## config.mk

```make
export PLATFORM = sky130hd
export DESIGN_NAME = pairwise_preference_tally_top
export DESIGN_NICKNAME = d
export VERILOG_FILES = /design/src/rtl/ppt_pkg.sv /design/src/rtl/ppt_ram.sv /design/src/rtl/pairwise_preference_tally_top.sv
export SDC_FILE = /design/constraint.sdc
export NUM_CORES = 2
export LEC_CHECK = 0
export BUFFER_PORTS_ARGS = -buffer_cell sky130_fd_sc_hd__clkbuf_2
export CAP_MARGIN = 0
export CORE_UTILIZATION = 58
export CTS_BUF_LIST = sky130_fd_sc_hd__clkbuf_16
export DETAILED_ROUTE_END_ITERATION = 10
export GPL_ROUTABILITY_DRIVEN = 0
export GPL_TIMING_DRIVEN = 0
export PLACE_DENSITY = 0.73
export SYNTH_ARGS = -nofsm -noshare
export SYNTH_HDL_FRONTEND = slang
export SYNTH_HIERARCHICAL = 1
export SYNTH_SLANG_ARGS = --single-unit
```

## constraint.sdc

```tcl
create_clock -name clk -period 9.2 [get_ports clk]
set_input_delay 1.84 -clock clk [delete_from_list [all_inputs] [get_ports clk]]
set_output_delay 1.84 -clock clk [all_outputs]
set_load 0.02 [all_outputs]
```

## src/rtl/ppt_pkg.sv

```systemverilog
`timescale 1ns / 1ps

package ppt_pkg;

	localparam int MAX_NODES_DEF   = 8;
	localparam int COUNT_WIDTH_DEF = 16;

	localparam int OP_W      = 2;
	localparam int NODE_W    = 3;
	localparam int KIND_W    = 2;
	localparam int NCOUNT_W  = 4;
	localparam int THR_W     = 16;
	localparam int CFG_W     = 16;
	localparam int CFG_IDX_W = 1;

	typedef enum logic [OP_W-1:0] {
		OP_CLEAR = 2'd0,
		OP_INC   = 2'd1,
		OP_BUILD = 2'd2,
		OP_NONE  = 2'd3
	} opcode_t;

	localparam logic [KIND_W-1:0] KIND_OK      = 2'd0;
	localparam logic [KIND_W-1:0] KIND_UNKNOWN = 2'd1;
	localparam logic [KIND_W-1:0] KIND_EDGE    = 2'd2;
	localparam logic [KIND_W-1:0] KIND_DONE    = 2'd3;

	localparam logic [CFG_IDX_W-1:0] REG_NODE_COUNT = 1'b0;
	localparam logic [CFG_IDX_W-1:0] REG_THRESHOLD  = 1'b1;

	localparam logic [NCOUNT_W-1:0] NODE_COUNT_RST = 4'd8;
	localparam logic [THR_W-1:0]    THRESHOLD_RST  = 16'd100;

endpackage

```

## src/rtl/ppt_ram.sv

```systemverilog
`timescale 1ns / 1ps

module ppt_ram #(
	parameter int WIDTH = 16,
	parameter int DEPTH = 64
) (
	input  logic                     clk,
	input  logic                     we,
	input  logic [$clog2(DEPTH)-1:0] waddr,
	input  logic [WIDTH-1:0]         wdata,
	input  logic                     re,
	input  logic [$clog2(DEPTH)-1:0] raddr,
	output logic [WIDTH-1:0]         rdata
);

	logic [WIDTH-1:0] mem [DEPTH];

	always_ff @(posedge clk) begin
		if (we) begin
			mem[waddr] <= wdata;
		end
		if (re) begin
			rdata <= mem[raddr];
		end
	end

endmodule

```

## src/rtl/pairwise_preference_tally_top.sv

```systemverilog
`timescale 1ns / 1ps
// Clear, unknown-node and unused opcodes: the ack word is registered from state ST_ACK,
// which waits on output stall; the next request word is taken only back in ST_IDLE.
// Increment: read-modify-write; read on accept, written back with the ack in ST_INC.
// Build: each pair i<j steps through ST_RDA, ST_RDB, ST_SUB and ST_CMP, using the
// single RAM read port and the shared subtract/compare unit; output stalls hold it.
// Reset: all counters read as zero via per-entry valid bits, node_count 8, threshold 100.
module pairwise_preference_tally_top #(
	parameter int MAX_NODES   = ppt_pkg::MAX_NODES_DEF,
	parameter int COUNT_WIDTH = ppt_pkg::COUNT_WIDTH_DEF
) (
	input  logic                           clk,
	input  logic                           arst_n,
	input  logic                           cfg_we,
	input  logic [ppt_pkg::CFG_IDX_W-1:0]  cfg_index,
	input  logic [ppt_pkg::CFG_W-1:0]      cfg_wdata,
	input  logic                           req_valid,
	output logic                           req_stall,
	input  logic [ppt_pkg::OP_W-1:0]       opcode,
	input  logic [ppt_pkg::NODE_W-1:0]     winner_node,
	input  logic [ppt_pkg::NODE_W-1:0]     loser_node,
	output logic                           rsp_valid,
	input  logic                           rsp_stall,
	output logic [ppt_pkg::KIND_W-1:0]     kind,
	output logic [ppt_pkg::NODE_W-1:0]     edge_from,
	output logic [ppt_pkg::NODE_W-1:0]     edge_to,
	output logic                           last
);

	localparam int DEPTH = MAX_NODES * MAX_NODES;
	localparam int AW    = $clog2(DEPTH);
	localparam int XW    = ((COUNT_WIDTH > ppt_pkg::THR_W) ? COUNT_WIDTH : ppt_pkg::THR_W) + 2;
	localparam int NW    = ppt_pkg::NODE_W;
	localparam int CW    = ppt_pkg::NCOUNT_W;
	localparam logic [CW-1:0] MAX_N = CW'(MAX_NODES);

	typedef enum logic [7:0] {
		ST_IDLE = 8'b0000_0001,
		ST_ACK  = 8'b0000_0010,
		ST_INC  = 8'b0000_0100,
		ST_RDA  = 8'b0000_1000,
		ST_RDB  = 8'b0001_0000,
		ST_SUB  = 8'b0010_0000,
		ST_CMP  = 8'b0100_0000,
		ST_DONE = 8'b1000_0000
	} state_t;

	function automatic logic [AW-1:0] cell_addr(input logic [NW-1:0] row,
		input logic [NW-1:0] col);
		cell_addr = AW'(32'(row) * 32'(MAX_NODES) + 32'(col));
	endfunction

	state_t state_q, state_d;

	logic [CW-1:0]                node_count_q;
	logic [ppt_pkg::THR_W-1:0]    thr_q;
	logic [CW-1:0]                n_act;
	logic [DEPTH-1:0]             vld_q;
	logic                         rd_vld_s1;
	logic [ppt_pkg::KIND_W-1:0]   kind_q;
	logic                         clr_q;
	logic [AW-1:0]                wr_addr_q;
	logic [NW-1:0]                i_q, j_q;
	logic [COUNT_WIDTH-1:0]       a_q;
	logic signed [XW-1:0]         diff_q;

	logic                         accept, known, emit_ok;
	logic                         ram_re, ram_we;
	logic [AW-1:0]                ram_raddr;
	logic [COUNT_WIDTH-1:0]       ram_rdata, rd_val, inc_val;
	logic signed [XW-1:0]         thr_x, diff_d;
	logic                         gt, lt, more_j, more_i;

	logic                         emit;
	logic [ppt_pkg::KIND_W-1:0]   emit_kind;
	logic [NW-1:0]                emit_from, emit_to;
	logic                         emit_last;
	logic                         start_build, do_clear, advance;

	logic                         rsp_valid_q;
	logic [ppt_pkg::KIND_W-1:0]   kind_s1;
	logic [NW-1:0]                from_s1, to_s1;
	logic                         last_s1;

	assign n_act     = (node_count_q > MAX_N) ? MAX_N : node_count_q;
	assign req_stall = (state_q != ST_IDLE);
	assign accept    = req_valid && !req_stall;
	assign known     = ({1'b0, winner_node} < n_act) && ({1'b0, loser_node} < n_act);
	assign emit_ok   = !rsp_valid_q || !rsp_stall;

	// Entries never written since reset or the last clear read as zero.
	assign rd_val  = rd_vld_s1 ? ram_rdata : '0;
	assign inc_val = (rd_val == '1) ? rd_val : rd_val + COUNT_WIDTH'(1);

	assign thr_x  = $signed({{(XW - ppt_pkg::THR_W){1'b0}}, thr_q});
	assign diff_d = $signed({{(XW - COUNT_WIDTH){1'b0}}, a_q})
		- $signed({{(XW - COUNT_WIDTH){1'b0}}, rd_val});
	assign gt     = diff_q > thr_x;
	assign lt     = diff_q < -thr_x;
	assign more_j = ({1'b0, j_q} + CW'(1)) < n_act;
	assign more_i = ({1'b0, i_q} + CW'(2)) < n_act;

	ppt_ram #(
		.WIDTH(COUNT_WIDTH),
		.DEPTH(DEPTH)
	) u_counts (
		.clk  (clk),
		.we   (ram_we),
		.waddr(wr_addr_q),
		.wdata(inc_val),
		.re   (ram_re),
		.raddr(ram_raddr),
		.rdata(ram_rdata)
	);

	always_comb begin
		state_d     = state_q;
		ram_re      = 1'b0;
		ram_raddr   = cell_addr(i_q, j_q);
		ram_we      = 1'b0;
		emit        = 1'b0;
		emit_kind   = ppt_pkg::KIND_OK;
		emit_from   = '0;
		emit_to     = '0;
		emit_last   = 1'b1;
		start_build = 1'b0;
		do_clear    = 1'b0;
		advance     = 1'b0;
		case (state_q)
			ST_IDLE: begin
				if (accept) begin
					case (opcode)
						ppt_pkg::OP_INC: begin
							if (known) begin
								ram_re    = 1'b1;
								ram_raddr = cell_addr(winner_node, loser_node);
								state_d   = ST_INC;
							end else begin
								state_d = ST_ACK;
							end
						end
						ppt_pkg::OP_BUILD: begin
							start_build = 1'b1;
							state_d     = (n_act < CW'(2)) ? ST_DONE : ST_RDA;
						end
						default: state_d = ST_ACK;
					endcase
				end
			end
			ST_ACK: begin
				if (emit_ok) begin
					emit      = 1'b1;
					emit_kind = kind_q;
					do_clear  = clr_q;
					state_d   = ST_IDLE;
				end
			end
			ST_INC: begin
				if (emit_ok) begin
					ram_we  = 1'b1;
					emit    = 1'b1;
					state_d = ST_IDLE;
				end
			end
			ST_RDA: begin
				ram_re    = 1'b1;
				ram_raddr = cell_addr(i_q, j_q);
				state_d   = ST_RDB;
			end
			ST_RDB: begin
				ram_re    = 1'b1;
				ram_raddr = cell_addr(j_q, i_q);
				state_d   = ST_SUB;
			end
			ST_SUB: state_d = ST_CMP;
			ST_CMP: begin
				if (gt || lt) begin
					if (emit_ok) begin
						emit      = 1'b1;
						emit_kind = ppt_pkg::KIND_EDGE;
						emit_from = gt ? i_q : j_q;
						emit_to   = gt ? j_q : i_q;
						emit_last = 1'b0;
						advance   = 1'b1;
					end
				end else begin
					advance = 1'b1;
				end
				if (advance) begin
					state_d = (more_j || more_i) ? ST_RDA : ST_DONE;
				end
			end
			ST_DONE: begin
				if (emit_ok) begin
					emit      = 1'b1;
					emit_kind = ppt_pkg::KIND_DONE;
					state_d   = ST_IDLE;
				end
			end
			default: state_d = ST_IDLE;
		endcase
	end

	always_ff @(posedge clk or negedge arst_n) begin
		if (!arst_n) begin
			state_q      <= ST_IDLE;
			node_count_q <= ppt_pkg::NODE_COUNT_RST;
			thr_q        <= ppt_pkg::THRESHOLD_RST;
			vld_q        <= '0;
			rsp_valid_q  <= 1'b0;
		end else begin
			state_q <= state_d;
			if (cfg_we) begin
				case (cfg_index)
					ppt_pkg::REG_NODE_COUNT: node_count_q <= cfg_wdata[CW-1:0];
					ppt_pkg::REG_THRESHOLD:  thr_q <= cfg_wdata[ppt_pkg::THR_W-1:0];
					default: ;
				endcase
			end
			if (do_clear) begin
				vld_q <= '0;
			end else if (ram_we) begin
				vld_q[wr_addr_q] <= 1'b1;
			end
			if (emit) begin
				rsp_valid_q <= 1'b1;
			end else if (!rsp_stall) begin
				rsp_valid_q <= 1'b0;
			end
		end
	end

	always_ff @(posedge clk) begin
		if (ram_re) begin
			rd_vld_s1 <= vld_q[ram_raddr];
		end
		if (accept) begin
			clr_q     <= (opcode == ppt_pkg::OP_CLEAR);
			kind_q    <= (opcode == ppt_pkg::OP_INC) ? ppt_pkg::KIND_UNKNOWN : ppt_pkg::KIND_OK;
			wr_addr_q <= cell_addr(winner_node, loser_node);
		end
		if (start_build) begin
			i_q <= '0;
			j_q <= NW'(1);
		end else if (advance) begin
			if (more_j) begin
				j_q <= j_q + NW'(1);
			end else begin
				i_q <= i_q + NW'(1);
				j_q <= i_q + NW'(2);
			end
		end
		if (state_q == ST_RDB) begin
			a_q <= rd_val;
		end
		if (state_q == ST_SUB) begin
			diff_q <= diff_d;
		end
		if (emit) begin
			kind_s1 <= emit_kind;
			from_s1 <= emit_from;
			to_s1   <= emit_to;
			last_s1 <= emit_last;
		end
	end

	assign rsp_valid = rsp_valid_q;
	assign kind      = kind_s1;
	assign edge_from = from_s1;
	assign edge_to   = to_s1;
	assign last      = last_s1;

	// The pair being scanned is always above the diagonal and inside the active range.
	a_pair_order: assert property (@(posedge clk) disable iff (!arst_n)
		(state_q == ST_RDA) |-> ((i_q < j_q) && ({1'b0, j_q} < n_act)))
		else $error("build scan pair out of order or range");

	// An emitted edge never connects a node to itself.
	a_edge_distinct: assert property (@(posedge clk) disable iff (!arst_n)
		(emit && (emit_kind == ppt_pkg::KIND_EDGE)) |=> (rsp_valid && (edge_from != edge_to)))
		else $error("edge word with equal endpoints");

	// A clear leaves every counter reading as zero.
	a_clear_all: assert property (@(posedge clk) disable iff (!arst_n)
		(do_clear) |=> (vld_q == '0))
		else $error("valid bits survived a clear");

	// Counters are written only by an increment of known nodes.
	a_write_src: assert property (@(posedge clk) disable iff (!arst_n)
		ram_we |-> ((state_q == ST_INC) && ($past(state_q) == ST_IDLE || $past(state_q) == ST_INC)))
		else $error("counter write outside an increment");

endmodule

```

==> impl_results.md <==
* Crit share post-route at 0.732
* Hold depth at 2
* Initial antenna violation count at 2
* CTS tree: built
* Crit path from: loser_node[2]
* Starting Density at 0.586
* Combinational share of power at 0.222
* Synth Register Bits at 1190
* CP Launch Type: input port
* Seq pwr share at 0.450
* Vias in the first global route at around 28000
* Hold Fails Final Rpt at 0
* Worst Path Required at 9.68 ns
* Ant diodes at 0
* GRT overflow at 0
* Worst Min Path Start: vld_q[29]
* Total track usage at 0.288
* Syn. warnings at 6
* Die Height at approximately 290 µm
* H-tree depth at 3
* Worst r2r src: node_count_q[3]
* Maxcap violations at 0
* Routed Antenna Nets at 0
* DRC viols at 0
* Drt first pass iters at 6
* CTS Buf Count at 115
* Synth top area share at 0.666
* Slew HR at 0.0574
* Area growth from synthesis to layout at 13.5%
* Initial DRC count at 3595
* Worst reg2reg endpoint: u_counts/rdata[9]
* NetSw at 3900 µW
* Buffer levels on the longest clock path at 3
* Post-Route WL at 122000 µm
* WP data arrival at 7.21 ns
* Fillers at 5445
* Hold crit path type: flip-flop to flip-flop
* Std cell rows at 106
* Maximum net fanout on the critical path at 10
* Mapped Nets at 2869
* Max Freq at around 0.15 GHz
* Finished Layout Cells at 4231
* CTS resizes at 0
* Vias at 27543
* Synth area leaders: edfxtp_1, mux4_2, dfrtp_1
* Post-synth top cells: edfxtp_1, mux4_2, nor2_1
* RSZ-0062 raised after global routing: no
* Int Power at 9790 µW
* Die Width at approximately 290 µm
* Final Util at 0.666
* Dominant cell by count in the synthesized netlist: edfxtp_1
* CTS root buf: clkbuf_16
* Leakage power at 0.0192 µW
* Slew at the pin with the worst max-slew slack at between 1 and 1.5 ns
* Yosys top cell by area: edfxtp_1
* Reg2reg path depth at 16
* Number of flops mapped to enable cells by yosys at 1091
* Sw Share at 0.285
* Status: finished, final reports clean
* Peak supply drop at roughly 0.18 mV
* Wire length per cell at 28.8 µm
* Max Slew Vio Count at 0
* Count of final setup violators at 0
* Power per cell area at 245 nW/µm²
* Clk_skew at approximately 0.034 ns
* Postcts setup bufs at 0
* Largest net degree at the start of global routing at 53
* Synth Instances at 2771
* Hold Path Sink: vld_q[29]
* Syn avg cell area at 17.7 µm²
* CORE AREA at 83800 µm²
* Post-Syn Area at approximately 50000 µm²
* HPWL after DPL at ~85000 µm
* Full die area at 85900 µm²
* Ys async rst share at 0.0782
* Share of layout cells above drive strength 1 at 0.238
* Placed insts at 4018
* # clock sinks at 1190
* I/O Buffers at 40
* WS Path Type: input port to flip-flop
* Drt via density at 6.51
* Flop2flop setup slack at 2.95 ns
* First-pass GRT wire length at 179000 µm
* Top FF cell, synth: edfxtp_1
* Worst-Skew Late Latency at around 0.70 ns
* Worst-path clk slew at 0.06 ns
* Tmin final at 6.73 ns
* Clock Power Share at 0.328
* Sequential fraction of the synthesis area at 0.716
* Hold-fix buffers, CTS at 0
* Critical Path End Type: flip-flop
* Synth cell types at 84
* Final #Nets at slightly above 3000
* I/O Pins at 41
layout by cell type (no fill, tap or decap), types with 43 or more instances in the layout:
cell type / synthesis / routed
dfrtp_1: 88 / 88
mux4_2: 220 / 220
edfxtp_1: 1091 / 1091
buf_2: 43 / 43
inv_1: 58 / 82
ha_1: 67 / 67
mux2_2: 48 / 48
nand2_1: 155 / 155
nor2_2: 3 / 63
clkbuf_16: 0 / 116
nand3_1: 52 / 52
nor2_1: 191 / 131
a21oi_1: 106 / 105
buf_8: 3 / 53
mux2i_1: 101 / 101
cell type report:
class	count	area [µm²]	area share
Multi-Input combinational cell	1387	13100	0.235
Sequential cell	1190	35200	0.631
Clock inverter	97	707	0.0127
Tap cell	1134	1420	0.0254
Buffer	133	866	0.0155
Inverter	61	229	0.00410
Clock buffer	116	2900	0.0520
Timing Repair Buffer	113	1330	0.0238
worst max-delay path, stage by stage:
cell and delay [ns]:
clkbuf_2 0.14, ha_1 0.32, a211o_1 0.29, a31oi_1 0.19, a21oi_1 0.19, nor2_2 0.31, nor3_1 0.10, a221oi_1 0.98
inv_1 0.59, buf_6 0.33, nor2b_1 0.18, buf_1 0.23, a22oi_1 0.66, a31oi_1 0.42, a311oi_1 0.42
per-layer routing:
layer | vias up | GRT usage | share of wire
li1 | 11526 | - | -
met1 | 14045 | 0.388 | 0.37
met2 | 1663 | 0.459 | 0.48
met3 | 307 | 0.0573 | 0.11
met4 | 2 | 0.129 | 0.050
met5 | - | 0 | 0.00011
registers in the layout (all words and copies together) (netlist names):
register and flops:
a_q 16, clr_q 1, diff_q 17, edge_from 3, edge_to 3, i_q 3
j_q 3, kind 2, kind_q 1, last 1, node_count_q 4, rd_vld_s1 1
rsp_valid 1, state_q 8, thr_q 16, u_counts/mem 1024, u_counts/rdata 16, vld_q 64
wr_addr_q 6
power groups by stage:
stage | clock network, µW | logic, µW | registers [µW]
3_3_place_gp | 0 | 2810 | 6320
4_1_cts | 4550 | 2990 | 6160
2_1_floorplan | 0 | 1880 | 6270
5_1_grt | 4740 | 3160 | 6160
3_5_place_dp | 0 | 2970 | 6270
6_report | 4500 | 3040 | 6160
logic make-up after synthesis:
logic type               after synthesis  share of synthesized area
flip-flops                          1190                      0.716
AND/OR/NAND/NOR                      570                     0.0555
multiplexers                         373                      0.134
AO/OA/AOI/OAI                        340                     0.0475
buffers and inverters                194                     0.0223
adder cells (fa/ha/maj)               68                     0.0175
XOR/XNOR                              36                    0.00641
stage by stage:
step                hold WS, ns  setup slack, ns  setup TNS [ns]  total power (µW)  cell area, µm²
global route              0.515             2.44               0             14100           55800
finish                    0.497             2.47               0             13700           55800
global placement          0.474           -0.710          -44.81              9130           50800
floorplan                 0.456             3.87               0              8150           49200
CTS                       0.499             2.72               0             13700           55800
detailed placement        0.485             2.02               0              9240           52200
worst max-delay path by stage:
stage / to / cells past startpoint
after global placement: u_counts/mem[18][1] / 9
after floorplan: u_counts/mem[0][1] / 9
final: u_counts/rdata[9] / 15
after CTS: u_counts/rdata[9] / 14
after detailed placement: u_counts/rdata[9] / 14
after global routing: u_counts/rdata[9] / 15
No activity file was read; power rests on OpenSTA's default activity.
